`src/hdl/rotation_matrix_to_quaternion_unit_assert.svh`:
```
// Assertion macros shared by the quaternion unit modules.
// Each expects aclk and aresetn in scope.
`ifndef ROTATION_MATRIX_TO_QUATERNION_UNIT_ASSERT_SVH
`define ROTATION_MATRIX_TO_QUATERNION_UNIT_ASSERT_SVH

// Condition that must hold at every edge outside reset
`define RMQ_ASSERT_ALWAYS(name, cond, msg) \
    name: assert property (@(posedge aclk) disable iff (!aresetn) (cond)) else $error(msg);

// Consequent that must hold in the cycle after the antecedent
`define RMQ_ASSERT_NEXT(name, ante, cons, msg) \
    name: assert property (@(posedge aclk) disable iff (!aresetn) (ante) |=> (cons)) \
        else $error(msg);

`endif

```
`src/hdl/rmq_pkg.sv`:
```
package rmq_pkg;

    // Q2.14 unity
    localparam logic signed [17:0] Q_ONE = 18'sd16384;

    localparam int THR_W      = 14;
    localparam int RAD_W      = 17;   // clamped radicand
    localparam int NUM_W      = 17;   // pair sum or difference
    localparam int ROOT_W     = 16;
    localparam int SQ_IN_W    = 2 * ROOT_W;
    localparam int SQ_STEPS   = ROOT_W;
    localparam int DV_STEPS   = 15;   // quotient bits below the saturation point
    localparam int LANES      = 3;
    localparam int FIFO_DEPTH = 4;
    localparam int PTR_W      = $clog2(FIFO_DEPTH);
    localparam int CNT_W      = $clog2(FIFO_DEPTH + 1);

    // Output slot that receives the root term
    typedef enum logic [1:0] {
        SLOT_X = 2'd0,
        SLOT_Y = 2'd1,
        SLOT_Z = 2'd2,
        SLOT_W = 2'd3
    } slot_t;

    // Classified item: numerators go to the non-root slots in ascending order
    typedef struct packed {
        logic [RAD_W-1:0]                  rad;
        slot_t                             root_slot;
        logic [LANES-1:0][NUM_W-1:0]       nums;
    } job_t;

endpackage

```
`src/hdl/rmq_front.sv`:
```
module rmq_front (
    input  logic                          s_tvalid,
    output logic                          s_tready,
    input  logic [143:0]                  s_tdata,   // m00 m10 m20 m01 m11 m21 m02 m12 m22
    input  logic [rmq_pkg::THR_W-1:0]     threshold,
    output logic                          push_valid,
    input  logic                          push_ready,
    output rmq_pkg::job_t                 push_job
);
    import rmq_pkg::*;

    logic signed [15:0] m00, m10, m20, m01, m11, m21, m02, m12, m22;
    logic signed [17:0] trace_p1, d0, d1, d2, d_sel;
    logic               direct, br0, br1;

    assign m00 = s_tdata[15:0];
    assign m10 = s_tdata[31:16];
    assign m20 = s_tdata[47:32];
    assign m01 = s_tdata[63:48];
    assign m11 = s_tdata[79:64];
    assign m21 = s_tdata[95:80];
    assign m02 = s_tdata[111:96];
    assign m12 = s_tdata[127:112];
    assign m22 = s_tdata[143:128];

    // Radicands for each path
    assign trace_p1 = 18'(m00) + 18'(m11) + 18'(m22) + Q_ONE;
    assign d0 = Q_ONE + 18'(m00) - 18'(m11) - 18'(m22);
    assign d1 = Q_ONE + 18'(m11) - 18'(m00) - 18'(m22);
    assign d2 = Q_ONE + 18'(m22) - 18'(m00) - 18'(m11);

    assign direct = trace_p1 > $signed({4'b0000, threshold});
    assign br0    = (m00 > m11) && (m00 > m22);
    assign br1    = m11 > m22;

    // Path selection and numerators
    always_comb begin
        push_job = '0;
        if (direct) begin
            d_sel = trace_p1;
            push_job.root_slot = SLOT_W;
            push_job.nums[0] = 17'(m21) - 17'(m12);
            push_job.nums[1] = 17'(m02) - 17'(m20);
            push_job.nums[2] = 17'(m10) - 17'(m01);
        end else if (br0) begin
            d_sel = d0;
            push_job.root_slot = SLOT_X;
            push_job.nums[0] = 17'(m10) + 17'(m01);
            push_job.nums[1] = 17'(m02) + 17'(m20);
            push_job.nums[2] = 17'(m21) - 17'(m12);
        end else if (br1) begin
            d_sel = d1;
            push_job.root_slot = SLOT_Y;
            push_job.nums[0] = 17'(m10) + 17'(m01);
            push_job.nums[1] = 17'(m21) + 17'(m12);
            push_job.nums[2] = 17'(m02) - 17'(m20);
        end else begin
            d_sel = d2;
            push_job.root_slot = SLOT_Z;
            push_job.nums[0] = 17'(m02) + 17'(m20);
            push_job.nums[1] = 17'(m21) + 17'(m12);
            push_job.nums[2] = 17'(m10) - 17'(m01);
        end
        // negative radicand counts as zero
        push_job.rad = d_sel[17] ? '0 : d_sel[RAD_W-1:0];
    end

    assign push_valid = s_tvalid;
    assign s_tready   = push_ready;

endmodule

```
`config.mk`:
```
export PLATFORM = sky130hd
export DESIGN_NAME = rmq_front
export DESIGN_NICKNAME = d
export VERILOG_FILES = /design/src/hdl/rotation_matrix_to_quaternion_unit_assert.svh /design/src/hdl/rmq_pkg.sv /design/src/hdl/rmq_front.sv
export SDC_FILE = /design/constraint.sdc
export NUM_CORES = 1
export LEC_CHECK = 0
export BUFFER_PORTS_ARGS = -buffer_cell sky130_fd_sc_hd__buf_4
export CORE_ASPECT_RATIO = 0.7
export CORE_MARGIN = 1.5
export CORE_UTILIZATION = 28
export DETAILED_ROUTE_END_ITERATION = 6
export SLEW_MARGIN = 20
export SYNTH_ARGS = -nofsm -noshare
export SYNTH_HDL_FRONTEND = slang
export SYNTH_SLANG_ARGS = --single-unit
export TNS_END_PERCENT = 30
```
`constraint.sdc`:
```
create_clock -name vclk -period 6.7
set_input_delay 1.005 -clock vclk [all_inputs]
set_output_delay 1.005 -clock vclk [all_outputs]
set_load 0.01 [all_outputs]
```
==> flow_metrics.tcl <==
set metrics [dict create \
    place_congestion 0.967 \
    cp-start-kind "primary input" \
    drc 0 \
    yosysSeqAreaShare_pct 0 \
    leakage_nw 8.35 \
    start_util_pct 28.6 \
    grt_usage_pct 21.0 \
    slew-limit-headroom_pct 37.0 \
    cpMostUsedCell "buf_4" \
    slowest_delay_ns 0.64 \
    p_per_area_nw_per_um2 246 \
    nClkBuffers 0 \
    place_area_sq_um 16100 \
    wl_per_cell_um 19.9 \
    port_buffers 228 \
    hold_start "s_tvalid" \
    hold_class "in2out" \
    final_area_sq_um 16800 \
    netlist_top_cells_count "ha_1 (324), inv_1 (205), nor2_1 (146)" \
    grt_antenna_before_repair 3 \
    maxCapViolCount 0 \
    critical_path_class "in2out" \
    grt_pass1_wl_um 76600 \
    placementRows 65 \
    design.core.area_sq_um 45500 \
    fp.dieH_um 183 \
    yosys_warnings 0 \
    synth_cells 1682 \
    hold_viol_final 0 \
    dp_hpwl_um 45100 \
    drive_gt1_share_pct 23.1 \
    nets 2550 \
    synth.most_common_cell "ha_1" \
    grt_max_degree 34 \
    max_freq_ghz 0.149 \
    yosys-top-cells-area "ha_1 (31%), fa_1 (11%), xnor2_1 (5.9%), inv_1 (5.9%), a21oi_1 (4.3%)" \
    design.seq.count 0 \
    syn_area_sq_um 13000 \
    fp.dieW_um 261 \
    violations "setup timing" \
    yosysTopAreaCell "ha_1" \
    finalCritPeriodShare_pct 100 \
    synth.distinct_cells 79 \
    worstHoldPathCells 0 \
    fillers 4665 \
    critPathRequiredTime_ns 5.69 \
    rsz0062_at_grt "yes" \
    worst_pin_slew_ns 0.933 \
    status "complete, but fails checks" \
    finalCriticalPeriod_ns 6.73 \
    slew_violations 0 \
    ant_nets 0 \
    drt_iter0_markers 824 \
    pin_count 232 \
    grt.overflow.total 0 \
    wirelength_um 51600 \
    end_kind "output pin" \
    viasPerCell 5.02 \
    cp_slowest_cell "fa_2" \
    min_to "push_valid" \
    path_cells "buf_4 -> fa_2 -> ha_4 -> ha_2 -> or3_4 -> a211oi_4 -> o31ai_2 -> buf_4 -> xor2_2 -> ha_1 -> a21o_1 -> a21o_1 -> a21oi_1 -> o21ai_1 -> a2bb2oi_2 -> a2111oi_4 -> buf_4 -> nor2_4 -> buf_12 -> buf_12 -> o41ai_4 -> buf_4" \
    setup_viol 1 \
    syn2layout_area_growth_pct 29.4 \
    drt_pass1_iterations 5 \
    dieArea_sq_um 47800 \
    dr_total_vias 13000 \
    synthDominantCellAreaShare_pct 31.2 \
    final.setup.tns_ns -0.0287 \
    grt_pass1_vias 12600 \
    avgSynthCellArea_sq_um 7.73 \
    setup_ws_ns -0.0287 \
    holdBufCountCts 0 \
    ir_drop_v 0.000164 \
    synth_nets 2240 \
    regArea_sq_um 0 \
    worstPathArrival_ns 5.72 \
    cp_max_fo 6 \
]
==> through the flow <==
step                hold WS, ns  cells  setup WS, ns  total power (W)  utilization [%]
detailed placement         2.01   2572        -0.799          0.00362             35.5
global route               2.01   2596        -0.198          0.00445             37.0
global placement           2.01   2572        -0.764          0.00361             35.5
CTS                        2.01   2590       -0.0524          0.00402             36.7
finish                     2.01   2596       -0.0287          0.00413             37.0
floorplan                  2.10   1682         0.143          0.00206                -
==> area by class of cell <==
class                      instances  area (sq um)  share of cell area, %
inverter                         206           778                   4.62
timing repair buffer             359          2920                   17.3
tap                              603           754                   4.48
multi-input combinational       1425         12400                   73.5
antenna                            3          7.51                 0.0446
==> power breakdown <==
| group | leakage (nW) | internal [W] | switching, W |
|---|---|---|---|
| registers | 0 | 0 | 0 |
| clock network | 0.0000190 | 0.0000000000603 | 0 |
| logic | 8.35 | 0.00190 | 0.00223 |
| total | 8.35 | 0.00190 | 0.00223 |
==> cell families (layout without fill, tap and decap cells) <==
kind of cell	count (synthesis)	count (layout)	share of synthesized area, %
AO/OA/AOI/OAI	463	463	24.1
other	0	3	0
buffers and inverters	257	565	7.89
XOR/XNOR	120	120	8.08
AND/OR/NAND/NOR	423	423	15.6
adder cells (fa/ha/maj)	398	398	42.6
multiplexers	21	21	1.72
==> worst max-delay path: cells and delay by family <==
family	cells	cell delay, ns
AO/OA/AOI/OAI	9	1.79
XOR/XNOR	1	0.15
adder cells (fa/ha/maj)	4	1.35
buffers and inverters	6	0.97
AND/OR/NAND/NOR	2	0.47
==> worst max-delay path by stage <==
stage | from | endpoint | slack [ns] | cells after the start
5_1_grt | s_tdata[6] | push_job[35] | -0.20 | 24
6_report | s_tdata[135] | push_job[59] | -0.03 | 22
2_1_floorplan | s_tdata[2] | push_job[58] | 0.14 | 24
4_1_cts | s_tdata[130] | push_job[59] | -0.05 | 25
3_3_place_gp | s_tdata[2] | push_job[48] | -0.76 | 25
3_5_place_dp | s_tdata[2] | push_job[48] | -0.80 | 25
==> cells in the final DEF (no fill, tap or decap), types with 9 or more instances in the layout <==
master,instances
buf_12,9
nand3_1,17
ha_1,316
o21ai_0,80
buf_4,339
nor2b_1,32
a31oi_1,15
nand2_1,91
mux2_2,11
a22oi_1,12
nor4_1,12
o21a_1,19
inv_1,199
fa_1,69
o21ai_1,15
o22ai_1,12
nor2_1,143
a211oi_1,20
o211ai_1,9
o21bai_1,18
a21oi_1,107
xnor2_1,87
or3_1,11
a21o_1,31
o31ai_1,14
nand2b_1,28
xor2_1,31
nor3_1,38
==> timing repair <==
item                                    4_1_cts  5_1_grt
endpoints found under the setup margin       70       70
resized for setup                            74       25
hold endpoints to repair                      0        0
cloned                                        3        0
pin swaps                                    31        6
setup buffers                                15        3
==> metal layers <==
metal  track usage, %  share of wire [%]  up-vias
met1             32.3                 51     6205
met2             32.1                 43      347
met3             1.29                4.8       35
met4             3.31                1.7        0
li1                 -                  -     6456
met5                0                  0        -
Note: power is estimated with default switching activity, not from simulation.
