File: config.mk
export PLATFORM = sky130hd
export DESIGN_NAME = rmq_fifo
export DESIGN_NICKNAME = d
export VERILOG_FILES = /design/src/hdl/rmq_pkg.sv /design/src/hdl/rmq_fifo.sv
export VERILOG_INCLUDE_DIRS = /design/src /design/src/hdl
export SDC_FILE = /design/constraint.sdc
export NUM_CORES = 1
export LEC_CHECK = 0
export ABC_AREA = 1
export BUFFER_PORTS_ARGS = -buffer_cell sky130_fd_sc_hd__buf_2
export CAP_MARGIN = 40
export CORE_UTILIZATION = 30
export DETAILED_ROUTE_END_ITERATION = 8
export GPL_TIMING_DRIVEN = 0
export PLACE_DENSITY = 0.47
export SYNTH_ARGS = -nofsm -noshare
export SYNTH_HDL_FRONTEND = slang
export SYNTH_SLANG_ARGS = --single-unit
File: constraint.sdc
create_clock -name aclk -period 6.6 [get_ports aclk]
set_input_delay 0 -clock aclk [delete_from_list [all_inputs] [get_ports aclk]]
set_output_delay 0 -clock aclk [all_outputs]
set_load 0.05 [all_outputs]
File: src/hdl/rotation_matrix_to_quaternion_unit_assert.svh
// Assertion macros shared by the quaternion unit modules.
// Each expects aclk and aresetn in scope.
`ifndef ROTATION_MATRIX_TO_QUATERNION_UNIT_ASSERT_SVH
`define ROTATION_MATRIX_TO_QUATERNION_UNIT_ASSERT_SVH

// Condition that must hold at every edge outside reset
`define RMQ_ASSERT_ALWAYS(name, cond, msg) \
    name: assert property (@(posedge aclk) disable iff (!aresetn) (cond)) else $error(msg);

// Consequent that must hold in the cycle after the antecedent
`define RMQ_ASSERT_NEXT(name, ante, cons, msg) \
    name: assert property (@(posedge aclk) disable iff (!aresetn) (ante) |=> (cons)) \
        else $error(msg);

`endif

File: src/hdl/rmq_pkg.sv
package rmq_pkg;

    // Q2.14 unity
    localparam logic signed [17:0] Q_ONE = 18'sd16384;

    localparam int THR_W      = 14;
    localparam int RAD_W      = 17;   // clamped radicand
    localparam int NUM_W      = 17;   // pair sum or difference
    localparam int ROOT_W     = 16;
    localparam int SQ_IN_W    = 2 * ROOT_W;
    localparam int SQ_STEPS   = ROOT_W;
    localparam int DV_STEPS   = 15;   // quotient bits below the saturation point
    localparam int LANES      = 3;
    localparam int FIFO_DEPTH = 4;
    localparam int PTR_W      = $clog2(FIFO_DEPTH);
    localparam int CNT_W      = $clog2(FIFO_DEPTH + 1);

    // Output slot that receives the root term
    typedef enum logic [1:0] {
        SLOT_X = 2'd0,
        SLOT_Y = 2'd1,
        SLOT_Z = 2'd2,
        SLOT_W = 2'd3
    } slot_t;

    // Classified item: numerators go to the non-root slots in ascending order
    typedef struct packed {
        logic [RAD_W-1:0]                  rad;
        slot_t                             root_slot;
        logic [LANES-1:0][NUM_W-1:0]       nums;
    } job_t;

endpackage

File: src/hdl/rmq_fifo.sv
`include "rotation_matrix_to_quaternion_unit_assert.svh"

module rmq_fifo (
    input  logic          aclk,
    input  logic          aresetn,
    input  logic          push_valid,
    output logic          push_ready,
    input  rmq_pkg::job_t push_job,
    output logic          pop_valid,
    input  logic          pop_ready,
    output rmq_pkg::job_t pop_job
);
    import rmq_pkg::*;

    job_t             mem [FIFO_DEPTH];
    logic [PTR_W-1:0] wr_ptr_reg, wr_ptr_next, rd_ptr_reg, rd_ptr_next;
    logic [CNT_W-1:0] count_reg, count_next;
    logic             push_fire, pop_fire;

    assign push_ready = count_reg != CNT_W'(FIFO_DEPTH);
    assign pop_valid  = count_reg != '0;
    assign push_fire  = push_valid && push_ready;
    assign pop_fire   = pop_valid && pop_ready;
    assign pop_job    = mem[rd_ptr_reg];

    // Pointer and fill count
    always_comb begin
        wr_ptr_next = wr_ptr_reg + PTR_W'(push_fire);
        rd_ptr_next = rd_ptr_reg + PTR_W'(pop_fire);
        count_next  = count_reg + CNT_W'(push_fire) - CNT_W'(pop_fire);
    end

    always_ff @(posedge aclk) begin
        if (!aresetn) begin
            wr_ptr_reg <= '0;
            rd_ptr_reg <= '0;
            count_reg  <= '0;
        end else begin
            wr_ptr_reg <= wr_ptr_next;
            rd_ptr_reg <= rd_ptr_next;
            count_reg  <= count_next;
        end
    end

    // Entry storage
    always_ff @(posedge aclk) begin
        if (push_fire) begin
            mem[wr_ptr_reg] <= push_job;
        end
    end

    `RMQ_ASSERT_ALWAYS(a_fifo_bound, count_reg <= CNT_W'(FIFO_DEPTH), "fifo count overflow")
    `RMQ_ASSERT_NEXT(a_fifo_inc, push_fire && !pop_fire, count_reg == $past(count_reg) + CNT_W'(1), "fifo count missed push")
    `RMQ_ASSERT_NEXT(a_fifo_dec, pop_fire && !push_fire, count_reg == $past(count_reg) - CNT_W'(1), "fifo count missed pop")

endmodule

==> impl_metrics.py <==
metrics = {
    "timing": {
        "max_slew_margin_pct": 40.7,
        "finalMaxSlewViolations": 0,
        "hold_viol": 0,
        "clock.fmax_mhz": 368,
        "finalSetupViolCount": 0,
        "fin_hold_ws_ns": 0.134,
        "rsz0062_at_grt": "no",
        "fin_crit_ns": 2.72,
        "skew_ns": 0.0193,
        "setup_ws_ns": 3.88,
        "finalCritPeriodShare_pct": 41.2,
        "tightest_slew_ns": 0.884,
    },
    "route": {
        "first_pass_iters": 5,
        "drt-initial-drc-count": 321,
        "avgViaCountPerCell": 4.61,
        "wl_mm": 27.8,
        "vias": 6915,
        "drc": 0,
        "ant_nets": 0,
        "wire_per_inst_microns": 18.5,
    },
    "power": {
        "switching_share_pct": 38.4,
        "p_comb_share_pct": 34.6,
        "p_int_mw": 3.76,
        "power.leakage_nw": 5.09,
        "switchingPower_mw": 2.34,
        "p_clk_share_pct": 28.0,
        "power_frac_seq_pct": 37.3,
        "ir_drop_v": 0.000252,
        "power_mw": 6.11,
        "cellPowerDensity_mw_per_mm2": 431,
    },
    "critical_path": {
        "worstPathArrival_ns": 3.00,
        "cp_max_fo": 9,
        "start_kind": "register",
        "cp-startpoint": "count_reg[1]$_SDFF_PN0_",
        "critPathCaptureType": "register",
        "crit_type": "register to register",
        "worstPathRequired_ns": 6.88,
        "r2r_start": "count_reg[1]$_SDFF_PN0_",
    },
    "yosys": {
        "netlist_top_cells_area": "edfxtp_1 78%, o21ai_0 5.3%, nor2_1 5.1%",
        "netlist.area_leader.share_pct": 78.3,
        "avgSynthCellArea_sq_um": 14.8,
        "yosysUniqueCellTypes": 23,
        "ys_seq_elements": 287,
        "synth_area_leader_cell": "edfxtp_1",
        "netlist_area_sq_mm": 0.0107,
        "seq_area_frac_synth_pct": 79.6,
        "yosys_warnings": 0,
        "syn_nets": 805,
        "synthCells": 728,
    },
    "global_routing": {
        "grt_use_met1_pct": 20.0,
        "met2_usage_pct": 25.2,
        "busiest_layer": "met2",
        "grt_pass1_wl_mm": 41.3,
        "track_usage_pct": 15.0,
        "grt.overflow.total": 0,
        "grt_max_degree": 16,
        "antenna_found_initial": 0,
        "grt_pass1_vias": 6920,
        "grtUsageMet3_pct": 2.63,
    },
    "cts": {
        "cts_tree": "built",
        "ctsHoldBuffers": 73,
        "clock_path_buffers": 3,
        "clock_sinks": 287,
        "cts_setup_buffers": 0,
        "clk_pin_slew_ns": 0.06,
        "cts_max_level": 1,
        "root_buffer": "clkbuf_16",
        "post_cts_resized": 0,
        "cts_made_buffers": 31,
        "clk-insertion-delay-late_ns": 0.56,
    },
    "final_layout": {
        "area_delta_synth_final_pct": 32.0,
        "largest_reg_flops": 280,
        "drive_above_1_share_pct": 25.4,
        "final_nets": 1094,
    },
    "placed_design": {
        "detailed_place_hpwl_mm": 18.0,
        "place_ws_ns": 3.81,
        "gp_congestion": 0.703,
        "portBuffers": 145,
    },
    "die": {
        "die_w_microns": 191,
        "dieArea_sq_mm": 0.0366,
        "io_pins": 146,
        "die_h_microns": 191,
        "num_rows": 68,
        "coreArea_sq_mm": 0.0349,
        "start_util_pct": 30.8,
    },
    "min_path": {
        "worstHoldStart": "push_valid",
        "hp-class": "input pin to register",
    },
    "run": {
        "drv_cap": 0,
    },
    "run_status": {
        "status": "completed",
    },
}
## worst max-delay path, cell delays in order (launching register included)
cell     delay (ns)
dfxtp_1        0.37
nor2_1         0.08
nand2_1        0.08
nand2_1        0.19
nor3_2         0.67
buf_4          0.31
buf_4          0.22
buf_6          0.18
buf_4          0.18
buf_6          0.15
## power by group through the flow
stage                     Combinational [mW]  Sequential [mW]  Clock, mW
after floorplan                         1.43             2.35          0
after detailed placement                2.11             2.32          0
after global routing                    2.26             2.30       1.82
final                                   2.12             2.28       1.71
after global placement                  2.04             2.39          0
after CTS                               2.16             2.28       1.76
## final cells by class
type                            count  area [sq um]
Clock inverter                     23           221
Sequential cell                   287          8550
Antenna cell                        2          5.00
Inverter                           11          51.3
Tap cell                          455           569
Fill cell                        3352         20700
Multi-Input combinational cell    384          1860
Buffer                             46           298
Timing Repair Buffer              256          1830
Clock buffer                       35           791
## placed cells by master, fill, tap and decap left out
cell,Yosys,layout
clkinv_2,0,6
clkinv_4,1,2
inv_6,1,3
clkbuf_1,16,20
nand4_1,1,1
dlygate4sd3_1,0,73
nor2_1,146,146
buf_8,1,3
dfxtp_1,7,7
clkinvlp_4,0,2
inv_1,9,9
o21ai_0,114,114
buf_4,1,17
clkinv_1,0,8
buf_6,12,32
clkbuf_2,7,7
buf_2,9,154
o21ai_1,26,26
edfxtp_1,280,280
fa_1,1,1
nand3_1,2,2
clkbuf_16,0,31
diode_2,0,2
ha_1,2,2
nor3_2,0,4
a21oi_1,1,1
o22ai_1,70,70
nand2_1,16,16
bufinv_16,0,4
xnor2_1,1,1
## kinds of logic (layout without fill, tap and decap cells)
logic type                 Yosys count  after routing  share of synthesized area [%]
AOI/OAI and AO/OA                  211            211                           10.6
xor gates and xnor gates             1              1                         0.0816
adders and majority gates            3              3                          0.419
buffers and inverters               57            371                           3.25
DFF                                287            287                           79.6
other                                0              2                              0
and+or+nand+nor                    169            169                           6.00
## worst paths after layout
check,endpoint,slack [ns],cells past startpoint
worst max register to register,mem[0][16]$_DFFE_PP_,3.88,9
worst min register to register,wr_ptr_reg[1]$_SDFF_PN0_,0.54,2
worst max-delay path,mem[0][16]$_DFFE_PP_,3.88,9
worst min-delay path,wr_ptr_reg[0]$_SDFF_PN0_,0.13,6
## layer usage
metal	routed length, microns	vias up
met5	0	-
met4	613	0
met3	1350	42
met2	13300	162
met1	12500	3388
li1	-	3323
## synthesized netlist by cell type
cell / instances
buf_8: 1
clkbuf_2: 7
o21ai_0: 114
inv_1: 9
ha_1: 2
o21ai_1: 26
a21oi_1: 1
nand4_1: 1
o22ai_1: 70
nand3_1: 2
nand2_1: 16
xnor2_1: 1
edfxtp_1: 280
clkbuf_1: 16
fa_1: 1
buf_4: 1
nor2_1: 146
buf_6: 12
dfxtp_1: 7
buf_2: 9
clkinv_4: 1
nor3_1: 4
inv_6: 1
## metrics by stage
stage / setup TNS, ns / util [%] / area [sq um] / std cells
after floorplan: 0 / - / 10700 / 728
after global placement: -1100.24 / 34.5 / 12000 / 1328
after detailed placement: 0 / 35.6 / 12400 / 1366
after CTS: 0 / 40.6 / 14200 / 1497
after global routing: 0 / 40.6 / 14200 / 1497
final: 0 / 40.6 / 14200 / 1499
Note: power is estimated with default switching activity, not from simulation.
